===== config.mk =====
export PLATFORM = sky130hd
export DESIGN_NAME = tpl_div_stage
export DESIGN_NICKNAME = d
export VERILOG_FILES = /design/src/rtl/core/tpl_pkg.sv /design/src/rtl/core/tpl_div_stage.sv
export SDC_FILE = /design/constraint.sdc
export NUM_CORES = 1
export LEC_CHECK = 0
export BUFFER_PORTS_ARGS = -buffer_cell sky130_fd_sc_hd__buf_2
export CAP_MARGIN = 20
export CORE_MARGIN = 2
export CORE_UTILIZATION = 54
export CTS_BUF_LIST = sky130_fd_sc_hd__clkbuf_4
export CTS_CLUSTER_DIAMETER = 200
export DETAILED_ROUTE_END_ITERATION = 7
export MAX_ROUTING_LAYER = met4
export PLACE_DENSITY = 0.85
export REMOVE_ABC_BUFFERS = 1
export SLEW_MARGIN = 20
export SYNTH_ARGS = -nofsm -noshare
export SYNTH_HDL_FRONTEND = slang
export SYNTH_SLANG_ARGS = --single-unit

===== constraint.sdc =====
create_clock -name i_clk -period 5.95 [get_ports i_clk]
set_clock_uncertainty 0.05 [all_clocks]
set_input_delay 1.19 -clock i_clk [delete_from_list [all_inputs] [get_ports i_clk]]
set_output_delay 1.19 -clock i_clk [all_outputs]
set_load 0.05 [all_outputs]

===== src/rtl/core/tpl_pkg.sv =====
// ============================================================================
// tpl_pkg: shared types and constants for the tunnel polar lookup
// Widths of the datapath stages, the arctangent table and register indexes.
// ============================================================================
package tpl_pkg;

    localparam int COORD_W      = 14;  // 2*sub_step*index + 1
    localparam int SQ_W         = 28;  // coordinate squared
    localparam int SUM_W        = 29;  // X*X + Y*Y
    localparam int NSQ_W        = 32;  // distance_period squared
    localparam int DVD_W        = 50;  // (period*512)^2
    localparam int DIV_STEPS    = DVD_W;
    localparam int ROOT_W       = DVD_W / 2;
    localparam int SQRT_STEPS   = ROOT_W;
    localparam int SREM_W       = ROOT_W + 2;
    localparam int CORDIC_STEPS = 28;
    localparam int CX_W         = 34;
    localparam int Z_W          = 33;
    localparam int TURN_W       = 30;
    localparam int ANG_W        = 24;  // angle_period * 32 bits >> 24

    // Register stage numbers, counted from the input register as stage 1
    localparam int ANG_STAGE    = 3 + CORDIC_STEPS;                 // product register
    localparam int LAT          = 3 + DIV_STEPS + SQRT_STEPS;       // output register
    localparam int ANG_DLY      = LAT - ANG_STAGE;

    // atan(2^-i)/pi in units of 2^-31
    localparam logic [TURN_W-1:0] ATAN_TURNS [CORDIC_STEPS] = '{
        30'd536870912, 30'd316933406, 30'd167458907, 30'd85004756, 30'd42667331,
        30'd21354465, 30'd10679838, 30'd5340245, 30'd2670163, 30'd1335087,
        30'd667544, 30'd333772, 30'd166886, 30'd83443, 30'd41722, 30'd20861,
        30'd10430, 30'd5215, 30'd2608, 30'd1304, 30'd652, 30'd326, 30'd163,
        30'd81, 30'd41, 30'd20, 30'd10, 30'd5
    };

    typedef enum logic [1:0] {
        REG_DIST_PERIOD  = 2'd0,
        REG_ANGLE_PERIOD = 2'd1,
        REG_SUB_STEP     = 2'd2
    } t_reg_idx;

    typedef struct packed {
        logic [SUM_W-1:0] den;
        logic [SUM_W-1:0] rem;
        logic [DVD_W-1:0] dvd;   // dividend bits shift out, quotient bits shift in
    } t_div_st;

    typedef struct packed {
        logic [SREM_W-1:0] rem;
        logic [ROOT_W-1:0] root;
        logic [DVD_W-1:0]  rad;
    } t_sqrt_st;

    typedef struct packed {
        logic signed [CX_W-1:0] cx;
        logic signed [CX_W-1:0] cy;
        logic signed [Z_W-1:0]  z;
    } t_cordic_st;

endpackage


===== src/rtl/core/tpl_div_stage.sv =====
// ============================================================================
// tpl_div_stage: one quotient bit of restoring division
// Shifts in the next dividend bit and subtracts the divisor when it fits.
// ============================================================================
module tpl_div_stage (
    input  logic              i_clk,
    input  logic              i_en,
    input  tpl_pkg::t_div_st  i_st,
    output tpl_pkg::t_div_st  o_st
);
    logic [tpl_pkg::SUM_W:0] t;
    logic                    q;
    tpl_pkg::t_div_st        n_st;
    tpl_pkg::t_div_st        r_st;

    assign t = {i_st.rem, i_st.dvd[tpl_pkg::DVD_W-1]};

    always_comb begin
        n_st.den = i_st.den;
        if (t >= {1'b0, i_st.den}) begin
            n_st.rem = tpl_pkg::SUM_W'(t - {1'b0, i_st.den});
            q        = 1'b1;
        end else begin
            n_st.rem = t[tpl_pkg::SUM_W-1:0];
            q        = 1'b0;
        end
        n_st.dvd = {i_st.dvd[tpl_pkg::DVD_W-2:0], q};
    end

    always_ff @(posedge i_clk) begin
        if (i_en) begin
            r_st <= n_st;
        end
    end

    assign o_st = r_st;
endmodule


==> out/results.ini, run 1 <==
[floorplan]
effective_utilization_at_floorplan_pct=55.23
placementRows=36
die_w_um=103.8
die_h_um=103.8
floorplan.die_area_um2=10770
core_area_um2=9729
design.portCount=218

[sta]
slew-limit-headroom_pct=51.38
finalHoldWorstSlack_ps=846.1
final-hold-violation-count=0
rsz_0062_raised_after_global_routing=no
layout_worst_path_cycle_share_pct=66.76
max_freq_mhz=251.8
finalSetupViolCount=0
finalSetupTns_ps=0
final.min_clock_period_ps=3972
timing_worst_slew_pin_value_ps=729.2
maxSlewViolCount=0

[critical_path]
critical_path_class=primary input to flop
critical_path.max_fanout=30
setup.worst_path.end_class=flop
data_required_time_of_the_worst_path_ps=6110
setup_crit_start_kind=primary input
cp_data_arrival_time_ps=4140

[pwr]
power.ir.vdd_worst_mv=0.1210
cellPowerDensity_nw_per_um2=297.1
p_leak_uw=0.003051

[final_layout]
final.fill_count=729
final_layout_size_suffix_gt1_share_pct=43.92
largest_register_ff_count=108
fin_nets=752
post_route_utilization_pct=69.29
leading_cell_type_in_the_layout_fill_and_taps_excluded=sky130_fd_sc_hd__buf_2
antenna_cells=0
most-common-layout-cells=sky130_fd_sc_hd__buf_2, sky130_fd_sc_hd__edfxtp_1, sky130_fd_sc_hd__inv_1
area_growth_pct=25.45

[synthesis]
synthesis.area_um2=5374
seq_area_frac_synth_pct=60.35
synth_async_sr_flop_share_pct=0
synth_edf_count=108
synth_cells=391
synth_seq_cells=108
synth.yosys.warnings=0
post_synth.cell_area_avg_um2=13.74
synth.distinct_cells=52
ys.flop_type=sky130_fd_sc_hd__edfxtp_1

[drt]
totalWireLength_mm=13.04
vias=4015
route.detailed.wl_per_inst_um=17.39
drt-initial-drc-count=203
viasPerCell=5.353
antenna_violating_nets_post_route=0
route.detailed.drc=0
detailed_router_iteration_count_before_antenna_repair=5

[clock_tree]
cts.clk_slew.worst_paths_ps=160
cts_num_sinks=108
cts_resized=0
cts_setup_buffers=0
clockBufferDepth=2
cts_hold_repair.buffers=0
cts_root_buffer=sky130_fd_sc_hd__clkbuf_4
h-tree-depth=3
numCtsBuffers=9
cts_tree=built

[run]
reported_max_cap_violation_count=0

[placement]
io_buffer_count=217
detailed_placement_wirelength_estimate_mm=10.17
globalplace.congestion=0.9679

[global_routing]
antenna_violations_before_repair=0
grt.total_usage_pct=24.81
grt_max_degree=59
grt_pass1_wl_mm=20.29
grt_pass1_vias=4020
grt_overflow=0

[run_status]
run_status=complete, no violations

[hold_path]
worst_hold_path_type=primary input to flop

[path summary, 6_finish.rpt]
path	start	endpoint	slack [ps]	depth (start not counted)
worst min-delay path	i_st[38]	o_st[39]	850	1
worst max-delay path	i_st[49]	o_st[78]	1980	14
[worst max-delay path, cell delays in order]
cell	delay, ps
sky130_fd_sc_hd__buf_2	100
sky130_fd_sc_hd__inv_1	60
sky130_fd_sc_hd__ha_1	160
sky130_fd_sc_hd__inv_1	50
sky130_fd_sc_hd__fa_1	390
sky130_fd_sc_hd__a21oi_1	220
sky130_fd_sc_hd__o21ai_1	90
sky130_fd_sc_hd__a21oi_1	350
sky130_fd_sc_hd__o41ai_2	150
sky130_fd_sc_hd__a31oi_2	260
sky130_fd_sc_hd__o21ai_2	110
sky130_fd_sc_hd__a21oi_4	140
sky130_fd_sc_hd__buf_4	500
sky130_fd_sc_hd__mux2_4	350
[through the flow]
| stage | instances | power (µW) | setup slack [ps] | instance area [µm²] |
|---|---|---|---|---|
| final | 750 | 2003 | 1978 | 6741 |
| after global routing | 750 | 2085 | 1855 | 6741 |
| after CTS | 750 | 2018 | 2021 | 6741 |
| after detailed placement | 734 | 1635 | 1515 | 6594 |
| after global placement | 734 | 1620 | 1619 | 6594 |
| after floorplan | 382 | 1460 | 1259 | 5316 |
[area by class of cell]
cell class	count	area [µm²]	area share, %
Clock inverter	6	72.57	1.076
Inverter	38	142.6	2.116
Sequential cell	108	3243	48.11
Timing Repair Buffer	219	1104	16.37
Clock buffer	10	75.07	1.114
Tap cell	133	166.4	2.468
Multi-Input combinational cell	236	1938	28.75
[synthesized netlist by cell type (2+ instances only)]
| master | number | area [µm²] |
|---|---|---|
| sky130_fd_sc_hd__nand3_1 | 10 | 50.05 |
| sky130_fd_sc_hd__o211ai_1 | 3 | 22.52 |
| sky130_fd_sc_hd__buf_6 | 3 | 33.78 |
| sky130_fd_sc_hd__nand2b_1 | 3 | 18.77 |
| sky130_fd_sc_hd__a221oi_1 | 2 | 17.52 |
| sky130_fd_sc_hd__ha_1 | 29 | 362.9 |
| sky130_fd_sc_hd__o21a_1 | 2 | 15.01 |
| sky130_fd_sc_hd__inv_1 | 38 | 142.6 |
| sky130_fd_sc_hd__nor2b_1 | 4 | 25.02 |
| sky130_fd_sc_hd__nor3b_1 | 2 | 15.01 |
| sky130_fd_sc_hd__a211oi_1 | 3 | 22.52 |
| sky130_fd_sc_hd__edfxtp_1 | 108 | 3243 |
| sky130_fd_sc_hd__xnor2_1 | 16 | 140.1 |
| sky130_fd_sc_hd__nand4_1 | 3 | 18.77 |
| sky130_fd_sc_hd__nor3_1 | 4 | 20.02 |
| sky130_fd_sc_hd__nor2_1 | 11 | 41.29 |
| sky130_fd_sc_hd__xor2_1 | 9 | 78.83 |
| sky130_fd_sc_hd__mux2_4 | 27 | 405.4 |
| sky130_fd_sc_hd__a21o_1 | 8 | 60.06 |
| sky130_fd_sc_hd__o21ai_0 | 14 | 70.07 |
| sky130_fd_sc_hd__clkbuf_1 | 5 | 18.77 |
| sky130_fd_sc_hd__a31oi_1 | 4 | 25.02 |
| sky130_fd_sc_hd__o21bai_1 | 5 | 37.54 |
| sky130_fd_sc_hd__a311oi_1 | 3 | 26.28 |
| sky130_fd_sc_hd__nand2_1 | 23 | 86.33 |
| sky130_fd_sc_hd__a21oi_1 | 26 | 130.1 |
[kinds of logic after synthesis]
group                    synth area share [%]
AND/OR/NAND/NOR                         5.914
adder cells (fa/ha/maj)                 7.125
buffers and inverters                   3.725
AO/OA/AOI/OAI                           10.87
flip-flops                              60.35
multiplexers                            7.939
XOR/XNOR                                4.075
[power breakdown]
| group | switching (µW) | internal, µW | total, µW |
|---|---|---|---|
| registers | 18.3 | 929 | 947 |
| logic | 462 | 210 | 671 |
| clock network | 245 | 139 | 384 |
| total | 725 | 1280 | 2000 |
[routing by layer]
metal / wire length, µm / track usage, % / part of all wire [%] / up-vias
met3: 986 / 6.734 / 7.6 / 26
met5: 0 / - / 0 / -
met1: 5108 / 28.29 / 39 / 1920
met2: 6620 / 42.19 / 51 / 166
li1: - / - / - / 1903
met4: 327 / 9.073 / 2.5 / 0
Power figures use the tool's default switching activity.
==> run 2, diff against run 1 <==
CORE_UTILIZATION = 45   (was 54)
PLACE_DENSITY = 0.75   (was 0.85)
clock period = 3.3 ns   (was 5.95 ns; I/O delays follow)
==> run 2 against run 1 <==
Effect of this change: critical path depth unchanged; die area increased by 19%; setup slack got worse by 1700 ps; clock power increased by 60%; hold slack got worse by 550 ps; final cell count increased by 4.9%.
==> out/results.ini, run 2 (synthesized netlist as in run 1, its figures left out) <==
[critical_path]
setup_crit_start_kind=primary input
data_required_time_of_the_worst_path_ps=3500
critical_path_class=primary input to flop
cp_data_arrival_time_ps=3260
setup.worst_path.end_class=flop
critical_path.max_fanout=15
worst_path_cell_chain=buf_2 -> inv_1 -> ha_1 -> inv_1 -> fa_1 -> a21oi_1 -> o21ai_1 -> a21oi_1 -> o41ai_2 -> a31oi_2 -> o21ai_2 -> a21oi_4 -> buf_12 -> mux2_4
worst_path_largest_cell_delay_ps=390
critPathSlowestCell=sky130_fd_sc_hd__fa_1

[clock_tree]
cts_tree=built
numCtsBuffers=9
cts_setup_buffers=0
cts_root_buffer=sky130_fd_sc_hd__clkbuf_4
clockBufferDepth=2
cts_resized=0
cts_hold_repair.buffers=0
h-tree-depth=3
cts_num_sinks=108
cts.clk_slew.worst_paths_ps=160

[floorplan]
floorplan.die_area_um2=12830
core_area_um2=11520
die_w_um=113.3
die_h_um=113.3
placementRows=39
effective_utilization_at_floorplan_pct=46.66
design.portCount=218

[final_layout]
post_route_utilization_pct=60.48
largest_register_ff_count=108
final_layout_size_suffix_gt1_share_pct=46.12
antenna_cells=0
area_growth_pct=29.62
area_of_combinational_cells_with_multiple_inputs_um2=1938
most-common-layout-cells=sky130_fd_sc_hd__buf_2, sky130_fd_sc_hd__edfxtp_1, sky130_fd_sc_hd__inv_1
final.fill_count=957
final_cells=787
layout.area.seq_um2=3243
fin_nets=779
leading_cell_type_in_the_layout_fill_and_taps_excluded=sky130_fd_sc_hd__buf_2

[placement]
placed_cells_incl_taps=771
globalplace.congestion=0.9713
io_buffer_count=217
detailed_placement_wirelength_estimate_mm=10.72
dpl_worst_slack_ps=-233.0

[sta]
max_freq_mhz=327.1
finalSetupTns_ps=0
rsz_0062_raised_after_global_routing=no
maxSlewViolCount=0
finalHoldWorstSlack_ps=292.3
slew-limit-headroom_pct=57.63
final.setup.worst_slack_ps=243.1
layout_worst_path_cycle_share_pct=92.63
final.min_clock_period_ps=3057
finalSetupViolCount=0
timing_worst_slew_pin_value_ps=635.6
final-hold-violation-count=0

[run_status]
run_status=complete, no violations

[drt]
antenna_violating_nets_post_route=0
route.detailed.wl_per_inst_um=17.10
viasPerCell=5.203
totalWireLength_mm=13.46
route.detailed.drc=0
drt-initial-drc-count=320
detailed_router_iteration_count_before_antenna_repair=5
vias=4095

[hold_path]
worst_hold_path_type=primary input to flop

[global_routing]
grt_pass1_vias=4032
grt_overflow=0
grt_max_degree=63
grt_pass1_wl_mm=20.49
antenna_violations_before_repair=0
grt.total_usage_pct=21.31

[pwr]
power.ir.vdd_worst_mv=0.2441
p_leak_uw=0.003171
cellPowerDensity_nw_per_um2=514.7

[run]
reported_max_cap_violation_count=0

-- run 2: final cells by class --
type,count,area share [%]
Tap cell,143,2.569
Multi-Input combinational cell,236,27.82
Inverter,38,2.048
Sequential cell,108,46.56
Clock inverter,5,0.5209
Timing Repair Buffer,246,19.29
Clock buffer,11,1.186
-- run 2: worst paths after layout --
| path | startpoint | endpoint | slack (ps) | cells after the start |
|---|---|---|---|---|
| min | i_st[44] | o_st[45] | 290 | 1 |
| max | i_st[49] | o_st[67] | 240 | 14 |
-- run 2: through the flow --
stage / area [µm²] / total power (µW)
6_report: 6965 / 3585
4_1_cts: 6965 / 3608
3_3_place_gp: 6847 / 2981
2_1_floorplan: 5316 / 2633
3_5_place_dp: 6847 / 3005
5_1_grt: 6965 / 3730
-- run 2: worst max-delay path: cells and delay by family --
family,cells,cell delay [ps]
buffers and inverters,4,430
muxes,1,310
AOI/OAI and AO/OA,7,1290
adders and majority gates,2,550
-- run 2: report_power, final --
part / internal (µW) / switching, µW
sequential: 1680 / 35.4
combinational: 420 / 840
clock: 175 / 438
-- run 2: per-layer routing --
| layer | up-vias | wire length, µm | GRT usage, % |
|---|---|---|---|
| met3 | 15 | 1110 | 7.070 |
| met4 | 0 | 214 | 5.285 |
| li1 | 1948 | - | - |
| met2 | 185 | 7036 | 37.45 |
| met5 | - | 0 | - |
| met1 | 1947 | 5094 | 23.37 |
