### src/rtl/core/tpl_pkg.sv
// ============================================================================
// tpl_pkg: shared types and constants for the tunnel polar lookup
// Widths of the datapath stages, the arctangent table and register indexes.
// ============================================================================
package tpl_pkg;

    localparam int COORD_W      = 14;  // 2*sub_step*index + 1
    localparam int SQ_W         = 28;  // coordinate squared
    localparam int SUM_W        = 29;  // X*X + Y*Y
    localparam int NSQ_W        = 32;  // distance_period squared
    localparam int DVD_W        = 50;  // (period*512)^2
    localparam int DIV_STEPS    = DVD_W;
    localparam int ROOT_W       = DVD_W / 2;
    localparam int SQRT_STEPS   = ROOT_W;
    localparam int SREM_W       = ROOT_W + 2;
    localparam int CORDIC_STEPS = 28;
    localparam int CX_W         = 34;
    localparam int Z_W          = 33;
    localparam int TURN_W       = 30;
    localparam int ANG_W        = 24;  // angle_period * 32 bits >> 24

    // Register stage numbers, counted from the input register as stage 1
    localparam int ANG_STAGE    = 3 + CORDIC_STEPS;                 // product register
    localparam int LAT          = 3 + DIV_STEPS + SQRT_STEPS;       // output register
    localparam int ANG_DLY      = LAT - ANG_STAGE;

    // atan(2^-i)/pi in units of 2^-31
    localparam logic [TURN_W-1:0] ATAN_TURNS [CORDIC_STEPS] = '{
        30'd536870912, 30'd316933406, 30'd167458907, 30'd85004756, 30'd42667331,
        30'd21354465, 30'd10679838, 30'd5340245, 30'd2670163, 30'd1335087,
        30'd667544, 30'd333772, 30'd166886, 30'd83443, 30'd41722, 30'd20861,
        30'd10430, 30'd5215, 30'd2608, 30'd1304, 30'd652, 30'd326, 30'd163,
        30'd81, 30'd41, 30'd20, 30'd10, 30'd5
    };

    typedef enum logic [1:0] {
        REG_DIST_PERIOD  = 2'd0,
        REG_ANGLE_PERIOD = 2'd1,
        REG_SUB_STEP     = 2'd2
    } t_reg_idx;

    typedef struct packed {
        logic [SUM_W-1:0] den;
        logic [SUM_W-1:0] rem;
        logic [DVD_W-1:0] dvd;   // dividend bits shift out, quotient bits shift in
    } t_div_st;

    typedef struct packed {
        logic [SREM_W-1:0] rem;
        logic [ROOT_W-1:0] root;
        logic [DVD_W-1:0]  rad;
    } t_sqrt_st;

    typedef struct packed {
        logic signed [CX_W-1:0] cx;
        logic signed [CX_W-1:0] cy;
        logic signed [Z_W-1:0]  z;
    } t_cordic_st;

endpackage

### src/rtl/core/tpl_sqrt_stage.sv
// ============================================================================
// tpl_sqrt_stage: one root bit of digit-by-digit integer square root
// Brings down two radicand bits and tests 4*root+1 against the remainder.
// ============================================================================
module tpl_sqrt_stage (
    input  logic               i_clk,
    input  logic               i_en,
    input  tpl_pkg::t_sqrt_st  i_st,
    output tpl_pkg::t_sqrt_st  o_st
);
    logic [tpl_pkg::SREM_W+1:0] t;
    logic [tpl_pkg::SREM_W+1:0] trial;
    tpl_pkg::t_sqrt_st          n_st;
    tpl_pkg::t_sqrt_st          r_st;

    assign t     = {i_st.rem, i_st.rad[tpl_pkg::DVD_W-1 -: 2]};
    assign trial = {2'b00, i_st.root, 2'b01};

    always_comb begin
        n_st.rad = {i_st.rad[tpl_pkg::DVD_W-3:0], 2'b00};
        if (t >= trial) begin
            n_st.rem  = tpl_pkg::SREM_W'(t - trial);
            n_st.root = {i_st.root[tpl_pkg::ROOT_W-2:0], 1'b1};
        end else begin
            n_st.rem  = t[tpl_pkg::SREM_W-1:0];
            n_st.root = {i_st.root[tpl_pkg::ROOT_W-2:0], 1'b0};
        end
    end

    always_ff @(posedge i_clk) begin
        if (i_en) begin
            r_st <= n_st;
        end
    end

    assign o_st = r_st;
endmodule

### config.mk
export PLATFORM = sky130hd
export DESIGN_NAME = tpl_sqrt_stage
export DESIGN_NICKNAME = d
export VERILOG_FILES = /design/src/rtl/core/tpl_pkg.sv /design/src/rtl/core/tpl_sqrt_stage.sv
export SDC_FILE = /design/constraint.sdc
export NUM_CORES = 1
export LEC_CHECK = 0
export BUFFER_PORTS_ARGS = -buffer_cell sky130_fd_sc_hd__buf_2
export CORE_ASPECT_RATIO = 0.9
export CORE_MARGIN = 5
export CORE_UTILIZATION = 40
export CTS_BUF_LIST = sky130_fd_sc_hd__clkbuf_16
export DETAILED_ROUTE_END_ITERATION = 16
export PLACE_DENSITY = 0.79
export REMOVE_ABC_BUFFERS = 1
export SYNTH_ARGS = -nofsm -noshare
export SYNTH_HDL_FRONTEND = slang
export SYNTH_SLANG_ARGS = --single-unit
### constraint.sdc
create_clock -name i_clk -period 2.9 [get_ports i_clk]
set_input_delay 0 -clock i_clk [delete_from_list [all_inputs] [get_ports i_clk]]
set_output_delay 0 -clock i_clk [all_outputs]
set_load 0.03 [all_outputs]
==> qor.log, run 1 <==
qor: critical_path.crit_path_end_kind register
qor: drt.drcViolationCount 0
qor: run_status.status finished, final reports clean
qor: synth.synth-async-reset-ratio 0%
qor: timing.hold_viol_final 0
qor: critical_path.cp_top_family compound AO/OA/AOI/OAI gates
qor: global_routing.grt_util_all_layers 19.1%
qor: critical_path.criticalPathCategory input pin to register
qor: final_layout.total_of_fill_cells_in_the_finished_design 965
qor: floorplanning.floorplan.initialDensity 40.3%
qor: synth.post_synth.cell_area_avg 13.5 sq um
qor: synth.synth.yosys.warnings 0
qor: placement.numPortBuffers 203
qor: global_routing.via_count_of_the_first_global_routing_pass 4302
qor: global_routing.grt_first_pass_wirelength 22200 um
qor: placement.place_congestion 0.898
qor: power_and_ir_drop.highest_ir_drop_seen_on_vdd 0.338 mV
qor: clocking.clock_pin_transition_on_the_worst_setup_and_hold_timing_paths 0.07 ns
qor: floorplanning.coreArea 12500 sq um
qor: critical_path.path_cells dlygate4sd3_1, buf_2, inv_1, ha_1, a21oi_1, o21ai_1, a31oi_4, o311ai_4, nor2_4, o211ai_2, a2111o_2, clkbuf_16, mux2_4
qor: final_layout.final_common_cell buf_2
qor: global_routing.grt_max_degree 57
qor: clocking.htree_levels 3
qor: hold_path.min-delay-path-class input pin to register
qor: hold_path.min_path_cells 3
qor: power_and_ir_drop.static-leakage-power 3.47 nW
qor: drt.routedWlPerCell 17.5 um
qor: power_and_ir_drop.p_per_area 544 nW/um^2
qor: floorplanning.fp.dieH 117 um
qor: placement.detailedPlacementHpwl 10700 um
qor: critical_path.critical_path.n_buffers_inverters 4
qor: final_layout.final_area 7700 sq um
qor: floorplanning.die_w 128 um
qor: clocking.clock_path_buffers 2
qor: drt.via_per_inst 4.91
qor: timing.timing.slew.headroom 53.1%
qor: critical_path.crit_slowest_cell a2111o_2
qor: placement.dpl_worst_slack 0.0419 ns
qor: synth.edff_count_synth 100
qor: final_layout.drive_above_1_share 41.5%
qor: critical_path.timing.critical_path.fanout_max 8
qor: floorplanning.die_area 15000 sq um
qor: timing.post-route-worst-setup-slack 0.0473 ns
qor: critical_path.critPathLaunchType input pin
qor: synth.synth_cells 375
qor: clocking.tritoncts done
qor: timing.maxSlewViolCount 0
qor: critical_path.cp_required 3.01 ns
qor: final_layout.largest_register_ff_count 100
qor: placement.placedInstanceArea 6310 sq um
qor: final_layout.num_antenna_cells 0
qor: synth.yosysUniqueCellTypes 54
qor: run.timing.max_cap.violations 0
qor: hold_path.holdPathEnd o_st[76]
qor: synth.count_of_state_elements_after_synthesis 100
qor: critical_path.cp_peak_stage_delay 0.57 ns
qor: drt.vias 4250
qor: synth.yosysSeqAreaShare 59.5%
qor: timing.timing.final.crit_share 98.4%
qor: floorplanning.floorplan.rows 39
qor: timing.achievable-frequency 351 MHz
qor: synth.synthFlopType edfxtp_1
qor: timing.tightestPinTransition 0.704 ns
qor: timing.hold_ws 0.0794 ns
qor: global_routing.antenna_found_initial 2
qor: clocking.tritoncts_num_sinks 100
qor: clocking.cts_buffers 9
qor: synth.netlist_area 5050 sq um
qor: clocking.clockRootBuffer clkbuf_16
qor: timing.post-route-min-period 2.85 ns
qor: drt.ant_nets 0
qor: floorplanning.io_pins 206
qor: drt.drt_first_pass_iters 5
qor: hold_path.hold_start i_st[49]
qor: critical_path.critical_path_arrival 2.96 ns
qor: final_layout.syn_to_final_growth 52.6%
qor: final_layout.most_frequent_cells_in_the_layout buf_2, edfxtp_1, dlygate4sd3_1
qor: final_layout.net_total_in_the_final_layout 828
qor: drt.wirelength 15200 um
qor: drt.detail_route.iter0.violations 280
qor: timing.report.final.setup_viol 0
qor: global_routing.grt_overflow 0
## tightest hold or removal path, cell delays in order
cell     delay (ns)
buf_2          0.10
inv_1          0.07
mux2i_1        0.13
## routing by layer
layer / up-vias / global-route usage, % / share of wire [%]
met1: 2019 / 21.7 / 40
met5: - / 0 / 0.18
met4: 4 / 5.87 / 1.3
met3: 18 / 6.31 / 8.2
met2: 168 / 34.2 / 50
li1: 2041 / - / -
## layout make-up
class | instances | area [sq um] | share of cell area [%]
clock buffer | 9 | 225 | 2.92
clock inverter | 7 | 55.1 | 0.715
inverter | 34 | 128 | 1.66
multi-input combinational | 230 | 1870 | 24.3
sequential | 100 | 3000 | 39.0
tap | 164 | 205 | 2.66
timing repair buffer | 322 | 2220 | 28.8
## cells by family after synthesis
family / share of synthesized area (%)
compound gates: 11.0
xor+xnor: 3.82
flops: 59.5
fa+ha+maj: 6.69
buf+inv: 4.66
other cells: 0.0743
simple gates: 7.06
mux: 7.24
## synthesized netlist by cell type, drive strengths merged (2+ instances only)
| library cell | number | share of area, % |
|---|---|---|
| o21a | 3 | 0.45 |
| nor2 | 15 | 1.3 |
| a31oi | 5 | 0.92 |
| nand4 | 6 | 0.74 |
| o211ai | 2 | 0.40 |
| ha | 27 | 6.7 |
| o21ai | 19 | 1.9 |
| a21o | 6 | 0.92 |
| nor3 | 8 | 0.89 |
| or3 | 2 | 0.25 |
| o21bai | 3 | 0.45 |
| xor2 | 11 | 1.9 |
| o311ai | 2 | 0.69 |
| and3 | 3 | 0.37 |
| a211oi | 7 | 1.1 |
| or2 | 2 | 0.25 |
| nor2b | 3 | 0.37 |
| nand2 | 20 | 1.5 |
| mux2 | 25 | 6.8 |
| inv | 34 | 2.5 |
| mux2i | 2 | 0.40 |
| buf | 11 | 2.0 |
| xnor2 | 11 | 1.9 |
| edfxtp | 100 | 59 |
| a21oi | 26 | 2.7 |
| nand3 | 7 | 0.69 |
## per-stage QoR
step                power, mW  std cells  util (%)  setup TNS [ns]
global route             4.37        866      61.4          -0.245
finish                   4.19        866      61.4               0
detailed placement       2.92        747      50.3               0
floorplan                2.55        364         -           -2.93
CTS                      4.19        860      60.3               0
global placement         2.90        747      50.3               0
## power by group
group	switching [mW]	internal, mW	total [mW]
Sequential	0.0368	1.77	1.81
Clock	0.566	0.596	1.16
Combinational	0.712	0.513	1.22
## worst max-delay path by stage
| stage | startpoint | end | cells after the start |
|---|---|---|---|
| finish | i_st[56] | o_st[85] | 13 |
| global route | i_st[68] | o_st[77] | 13 |
| CTS | i_st[95] | o_st[78] | 11 |
| detailed placement | i_st[64] | o_st[77] | 11 |
| global placement | i_st[64] | o_st[82] | 11 |
| floorplan | i_st[51] | o_st[101] | 10 |
## repair_timing
| item | 4_1_cts | 5_1_grt |
|---|---|---|
| buffers inserted | 0 | 5 |
| hold endpoints to repair | 97 | 0 |
| hold buffers | 97 | 0 |
| resized for setup | 0 | 16 |
| setup endpoints to repair | 0 | 25 |
(Power assumes the default switching activity.)
==> run 2: changes to the inputs <==
--- a/config.mk
+++ b/config.mk
@@ -7,2 +7,3 @@
 export LEC_CHECK = 0
+export ABC_AREA = 1
 export BUFFER_PORTS_ARGS = -buffer_cell sky130_fd_sc_hd__buf_2
@@ -13,3 +14,3 @@
 export DETAILED_ROUTE_END_ITERATION = 16
-export PLACE_DENSITY = 0.79
+export PLACE_DENSITY = 0.78
 export REMOVE_ABC_BUFFERS = 1
==> constraint.sdc (replaced) <==
create_clock -name i_clk -period 2.9 [get_ports i_clk]
set_input_delay 0.435 -clock i_clk [delete_from_list [all_inputs] [get_ports i_clk]]
set_output_delay 0.435 -clock i_clk [all_outputs]
set_load 0.03 [all_outputs]
==> run 2 against run 1 <==
Maximum frequency increased by 39%; sequential share of layout area increased by 2.5 points; synthesized area is 13% higher; wire length grew 1.1%; hold slack better by 0.17 ns; non-clock buffer count decreased by 111; sequential power hardly changed; global-route usage decreased by 0.74 points; power fell by 1.7%; final area decreased by 6.0%; first-iteration DRC count down 0.36%; highest routed layer is now met4; combinational power down 14%.
==> qor.log, run 2 <==
qor: run_status.status finished, final reports clean [unchanged]
qor: drt.routedWlPerCell 14.6 um [was 17.5 um]
qor: power_and_ir_drop.static-leakage-power 3.71 nW [was 3.47 nW]
qor: clocking.holdBufCountCts 0 [was 97]
qor: synth.count_of_state_elements_after_synthesis 100 [unchanged]
qor: drt.route.top_layer_used met4 [was met5]
qor: synth.synth-async-reset-ratio 0% [unchanged]
qor: critical_path.crit_path_end_kind register [unchanged]
qor: power_and_ir_drop.p_per_area 569 nW/um^2 [was 544 nW/um^2]
qor: run.timing.max_cap.violations 0 [unchanged]
qor: drt.wirelength 15300 um [was 15200 um]
qor: placement.numPortBuffers 203 [unchanged]
qor: synth.edff_count_synth 100 [unchanged]
qor: clocking.cts_setup_buffers 0 [unchanged]
qor: final_layout.final_area 7240 sq um [was 7700 sq um]
qor: synth.yosysMostFrequentCell nand2_1 [was edfxtp_1]
qor: critical_path.critPathLaunchType input pin [unchanged]
qor: drt.detail_route.iter0.violations 279 [was 280]
qor: floorplanning.floorplan.rows 41 [was 39]
qor: final_layout.drive_above_1_share 31.5% [was 41.5%]
qor: global_routing.antenna_found_initial 0 [was 2]
qor: critical_path.criticalPathCategory input pin to register [unchanged]
qor: clocking.clock_pin_transition_on_the_worst_setup_and_hold_timing_paths 0.07 ns [about the same]
qor: critical_path.cp_required 3.00 ns [was 3.01 ns]
qor: synth.synth_cells 636 [was 375]
qor: synth.yosysSeqAreaShare 52.7% [was 59.5%]
qor: placement.place_congestion 0.923 [was 0.898]
qor: clocking.cts_buffers 9 [unchanged]
qor: synth.top_area_cell_type_share_of_the_netlist_area 52.7% [was 59.5%]
qor: drt.met2_wirelength 7350 um [was 7640 um]
qor: synth.netlist_area 5700 sq um [was 5050 sq um]
qor: final_layout.net_total_in_the_final_layout 980 [was 828]
qor: critical_path.crit_path_frequent_cell nand2_1
qor: drt.via_per_inst 4.57 [was 4.91]
qor: drt.met1_length 6420 um [was 6060 um]
qor: power_and_ir_drop.highest_ir_drop_seen_on_vdd 0.353 mV [was 0.338 mV]
qor: drt.drt_first_pass_iters 5 [unchanged]
qor: clocking.htree_levels 3 [unchanged]
qor: final_layout.multi_input_comb_area 2120 sq um [was 1870 sq um]
qor: critical_path.crit_slowest_cell ha_1 [was a2111o_2]
qor: clocking.tritoncts done [unchanged]
qor: placement.placedInstanceArea 6930 sq um [was 6310 sq um]
qor: global_routing.via_count_of_the_first_global_routing_pass 4724 [was 4302]
qor: floorplanning.io_pins 206 [unchanged]
qor: clocking.tritoncts_num_sinks 100 [unchanged]
qor: timing.grt_setup_unrepaired false
qor: global_routing.grt_overflow 0 [unchanged]
qor: timing.timing.final.crit_share 70.6% [was 98.4%]
qor: synth.synthFlopType edfxtp_1 [unchanged]
qor: global_routing.grt_max_degree 59 [was 57]
qor: final_layout.final_common_cell nand2_1 [was buf_2]
qor: critical_path.path_cells buf_2, inv_1, ha_1, nand2_1, nor2_2, nand2_1, clkinv_1, nand2_1, nand2_1, nand2_1, nand3_2, buf_4, o21ai_0 [was dlygate4sd3_1, buf_2, inv_1, ha_1, a21oi_1, o21ai_1, a31oi_4, o311ai_4, nor2_4, o211ai_2, a2111o_2, clkbuf_16, mux2_4]
qor: critical_path.critical_path.n_buffers_inverters 4 [unchanged]
qor: timing.report.final.setup_viol 0 [unchanged]
qor: final_layout.most_frequent_cells_in_the_layout nand2_1, buf_2, inv_1 [was buf_2, edfxtp_1, dlygate4sd3_1]
qor: drt.vias 4787 [was 4250]
qor: final_layout.largest_register_ff_count 100 [unchanged]
qor: final_layout.fin_cells 1047 [was 866]
qor: final_layout.syn_to_final_growth 27.0% [was 52.6%]
qor: final_layout.num_antenna_cells 0 [unchanged]
qor: global_routing.grt_first_pass_wirelength 23500 um [was 22200 um]
qor: drt.ant_nets 0 [unchanged]
qor: drt.drcViolationCount 0 [unchanged]
qor: final_layout.total_of_fill_cells_in_the_finished_design 1373 [was 965]
qor: timing.maxSlewViolCount 0 [unchanged]
qor: clocking.clockRootBuffer clkbuf_16 [unchanged]
qor: timing.post-route-min-period 2.05 ns [was 2.85 ns]
qor: synth.synth_area_leaders edfxtp_1, nand2_1, inv_1 [was edfxtp_1, ha_1, mux2_4]
qor: timing.totalNegativeSetupSlack 0 ns [unchanged]
qor: synth.yosysUniqueCellTypes 29 [was 54]
qor: floorplanning.floorplan.initialDensity 40.7% [was 40.3%]
qor: floorplanning.fp.dieH 123 um [was 117 um]
qor: critical_path.timing.critical_path.fanout_max 22 [was 8]
qor: timing.achievable-frequency 488 MHz [was 351 MHz]
qor: power_and_ir_drop.p_total 4.12 mW [was 4.19 mW]
qor: final_layout.regArea 3000 sq um [unchanged]
qor: floorplanning.coreArea 14000 sq um [was 12500 sq um]
qor: floorplanning.die_area 16700 sq um [was 15000 sq um]
qor: placement.detailedPlacementHpwl 12500 um [was 10700 um]
qor: synth.synth.yosys.warnings 0 [unchanged]
qor: synth.synth_largest_area_cell edfxtp_1 [unchanged]
qor: timing.hold_viol_final 0 [unchanged]
qor: placement.place_inst 1031 [was 747]
qor: critical_path.critical_path_arrival 2.15 ns [was 2.96 ns]
qor: synth.synthTopCellsByCount nand2_1, inv_1, edfxtp_1, nand3_1, nor2_1 [was edfxtp_1, inv_1, ha_1, a21oi_1, nand2_1]
qor: global_routing.grt_util_all_layers 18.3% [was 19.1%]
qor: drt.route.met3.wl 1400 um [was 1250 um]
qor: clocking.clock_path_buffers 2 [unchanged]
qor: floorplanning.die_w 136 um [was 128 um]
qor: hold_path.min-delay-path-class input pin to register [unchanged]
qor: critical_path.cp_peak_stage_delay 0.36 ns [was 0.57 ns]
qor: synth.post_synth.cell_area_avg 8.96 sq um [was 13.5 sq um]
qor: critical_path.cp_top_family simple AND/OR/NAND/NOR gates [was compound AO/OA/AOI/OAI gates]
qor: clocking.cts-resized-gates 0 [unchanged]
-- run 2: cell types whose count changed in the layout (fill, tap and decap cells not counted), sizes merged, moves of 8 or more --
cell	before	now
nand2	20	217
dlygate4sd3	97	0
inv	39	128
nand3	7	65
mux2	25	0
nor2	15	37
o21ai	19	5
buf	223	211
a21oi	26	15
xnor2	11	3
-- run 2: area by class of cell --
cell class              count  share of cell area (%)
repair buffers            211                    15.1
inverters                 126                    6.53
clock buffers               9                    3.11
flip-flops and latches    100                    41.5
multi-input cells         401                    29.2
clock inverters             7                    1.24
well taps                 193                    3.34
-- run 2: power breakdown --
part | switching [mW] | internal, mW | total, mW
registers | 0.0320 | 1.76 | 1.79
logic | 0.732 | 0.320 | 1.05
clock network | 0.583 | 0.692 | 1.28
-- run 2: metrics by stage --
step,hold slack [ns],setup WS (ns),util [%]
finish,0.252,0.852,51.7
global route,0.224,0.674,51.7
floorplan,0.534,0.601,-
CTS,0.242,0.863,51.7
global placement,0.611,0.515,49.5
detailed placement,0.613,0.469,49.5
-- run 2: cells by family (layout without fill, tap and decap cells) --
logic type      Yosys count  in the layout  share of synthesized area (%)
simple gates            337            337                           27.1
other cells               1              2                         0.0658
compound gates           22             22                           2.02
fa+ha+maj                27             27                           5.93
xor+xnor                 13             13                           2.00
flops                   100            100                           52.7
buf+inv                 136            353                           10.2
-- run 2: metal layers --
layer | GRT usage (%) | up-vias
met1 | 22.4 | 2160
met3 | 6.18 | 17
met2 | 31.9 | 152
li1 | - | 2458
met5 | 0 | -
met4 | 3.72 | 0
-- run 2: path summary, 6_finish.rpt --
kind	from	endpoint	slack (ns)	cells past startpoint
worst max-delay path	i_st[57]	o_st[76]	0.85	13
worst min-delay path	i_st[14]	o_st[16]	0.25	1
==> run 3: changes to the inputs <==
clock period = 2 ns   (was 2.9 ns; I/O delays follow)
==> run 3 against run 2 <==
Hold slack got worse by 0.14 ns; global-route usage rose by 0.80 points; via count rose by 7.5%; combinational power rose by 65%; largest power group unchanged; wire length rose by 5.4%; power rose by 46%; non-clock buffer count rose by 89; critical path depth did not move; utilization rose by 4.8 points; highest routed layer is now met5.
==> qor.log, run 3 (same netlist as run 2, synthesis figures left out) <==
qor: run_status.status finished, final reports clean [unchanged]
qor: power_and_ir_drop.static-leakage-power 4.14 nW [was 3.71 nW]
qor: drt.via_per_inst 4.53 [was 4.57]
qor: power_and_ir_drop.p_seq_share 43.3% [was 43.5%]
qor: final_layout.net_total_in_the_final_layout 1069 [was 980]
qor: final_layout.final_common_cell nand2_1 [unchanged]
qor: placement.place_congestion 0.925 [was 0.923]
qor: final_layout.most_frequent_cells_in_the_layout nand2_1, buf_2, inv_1 [unchanged]
qor: timing.post-route-worst-setup-slack 0.161 ns [was 0.852 ns]
qor: floorplanning.die_w 136 um [unchanged]
qor: final_layout.fin_cells 1135 [was 1047]
qor: final_layout.largest_register_ff_count 100 [unchanged]
qor: timing.achievable-frequency 544 MHz
qor: timing.post-route-min-period 1.84 ns
qor: drt.drcViolationCount 0 [unchanged]
qor: placement.detailedPlacementHpwl 13000 um [was 12500 um]
qor: clocking.clock_path_buffers 2 [unchanged]
qor: drt.ant_nets 0 [unchanged]
qor: power_and_ir_drop.power.internal 4.05 mW [was 2.77 mW]
qor: drt.vias 5145 [was 4787]
qor: final_layout.drive_above_1_share 37.9% [was 31.5%]
qor: run.timing.max_cap.violations 0 [unchanged]
qor: power_and_ir_drop.p_sw 1.96 mW [was 1.35 mW]
qor: floorplanning.io_pins 206 [unchanged]
qor: power_and_ir_drop.p_per_area 759 nW/um^2 [was 569 nW/um^2]
qor: power_and_ir_drop.highest_ir_drop_seen_on_vdd 0.427 mV [was 0.353 mV]
qor: placement.numPortBuffers 203 [unchanged]
qor: critical_path.critical_path_arrival 1.94 ns [was 2.15 ns]
qor: floorplanning.floorplan.rows 41 [unchanged]
qor: global_routing.grt_first_pass_wirelength 24600 um [was 23500 um]
qor: clocking.cts_buffers 9 [unchanged]
qor: drt.detail_route.iter0.violations 289 [was 279]
qor: global_routing.grt_overflow 0 [unchanged]
qor: clocking.cts-resized-gates 0 [unchanged]
qor: drt.drt_first_pass_iters 4 [was 5]
qor: timing.grt_setup_unrepaired false [unchanged]
qor: clocking.tritoncts done [unchanged]
qor: floorplanning.coreArea 14000 sq um [unchanged]
qor: timing.hold_ws 0.117 ns [was 0.252 ns]
qor: critical_path.cp_required 2.11 ns [was 3.00 ns]
qor: critical_path.timing.critical_path.fanout_max 13 [was 22]
qor: global_routing.via_count_of_the_first_global_routing_pass 5073 [was 4724]
qor: critical_path.crit_path_end_kind register [unchanged]
qor: timing.hold_viol_final 0 [unchanged]
qor: timing.report.final.setup_viol 0 [unchanged]
qor: final_layout.syn_to_final_growth 38.8% [was 27.0%]
qor: placement.place_inst 1120 [was 1031]
qor: floorplanning.floorplan.initialDensity 40.7% [unchanged]
qor: placement.dpl_worst_slack -0.187 ns [was 0.469 ns]
qor: clocking.htree_levels 3 [unchanged]
qor: final_layout.total_of_fill_cells_in_the_finished_design 1287 [was 1373]
qor: clocking.clock_pin_transition_on_the_worst_setup_and_hold_timing_paths 0.07 ns [about the same]
qor: power_and_ir_drop.power.switching_fraction 32.6% [was 32.7%]
qor: power_and_ir_drop.p_clk_share 27.8% [was 31.0%]
qor: clocking.clockRootBuffer clkbuf_16 [unchanged]
qor: timing.timing.final.crit_share 91.9%
qor: drt.wirelength 16200 um [was 15300 um]
qor: floorplanning.fp.dieH 123 um [unchanged]
qor: clocking.holdBufCountCts 0 [unchanged]
qor: power_and_ir_drop.comb_power_share 28.9% [was 25.5%]
qor: global_routing.grt_util_all_layers 19.1% [was 18.3%]
qor: global_routing.grt_max_degree 60 [was 59]
qor: critical_path.critPathLaunchType input pin [unchanged]
qor: critical_path.criticalPathCategory input pin to register [unchanged]
qor: clocking.cts_setup_buffers 0 [unchanged]
qor: hold_path.min-delay-path-class input pin to register [unchanged]
qor: final_layout.num_antenna_cells 0 [unchanged]
qor: floorplanning.die_area 16700 sq um [unchanged]
qor: drt.routedWlPerCell 14.2 um [was 14.6 um]
qor: clocking.tritoncts_num_sinks 100 [unchanged]
qor: global_routing.antenna_found_initial 1 [was 0]
qor: timing.maxSlewViolCount 0 [unchanged]
run 3: final timing paths:
check	from	end	slack [ns]	cells after the start
setup / recovery	i_st[68]	o_st[101]	0.16	13
hold / removal	i_st[47]	o_st[49]	0.12	1
run 3: layout make-up:
type / count / area, sq um / share of cell area, %
Sequential cell: 100 / 3000 / 37.9
Multi-Input combinational cell: 401 / 2120 / 26.8
Timing Repair Buffer: 300 / 1800 / 22.7
Inverter: 126 / 473 / 5.98
Tap cell: 193 / 241 / 3.05
Clock buffer: 9 / 225 / 2.85
Clock inverter: 6 / 57.6 / 0.727
run 3: metrics by stage:
step	cell area, sq um	power [mW]	util (%)	setup TNS [ns]
2_1_floorplan	5590	3.65	-	-3.14
3_3_place_gp	7630	4.36	54.5	-3.87
3_5_place_dp	7630	4.39	54.5	-4.09
4_1_cts	7910	6.07	56.5	0
5_1_grt	7910	6.36	56.5	0
6_report	7910	6.01	56.5	0
run 3: worst max-delay path, stage by stage:
cell and delay [ns]:
buf_2 0.09, inv_1 0.04, ha_1 0.35, buf_4 0.14
nand2_2 0.05, nor2_1 0.16, nand2_2 0.08, nor2_2 0.13
nand3_1 0.07, and3_1 0.16, buf_4 0.22, nand3_1 0.09
nand2_1 0.08
run 3: routing by layer:
| layer | vias up | wire [um] | track usage (%) | share of wire [%] |
|---|---|---|---|---|
| li1 | 2638 | - | - | - |
| met1 | 2322 | 6680 | 22.4 | 41 |
| met2 | 169 | 7870 | 34.4 | 49 |
| met3 | 14 | 1480 | 6.27 | 9.1 |
| met4 | 2 | 108 | 4.16 | 0.67 |
| met5 | - | 19 | 0 | 0.12 |
run 3: power by group through the flow:
| stage | combinational (mW) | clock, mW | sequential (mW) |
|---|---|---|---|
| 5_1_grt | 1.90 | 1.84 | 2.62 |
| 2_1_floorplan | 0.570 | 0 | 3.08 |
| 3_5_place_dp | 1.73 | 0 | 2.65 |
| 6_report | 1.73 | 1.67 | 2.60 |
| 4_1_cts | 1.75 | 1.71 | 2.61 |
| 3_3_place_gp | 1.71 | 0 | 2.65 |
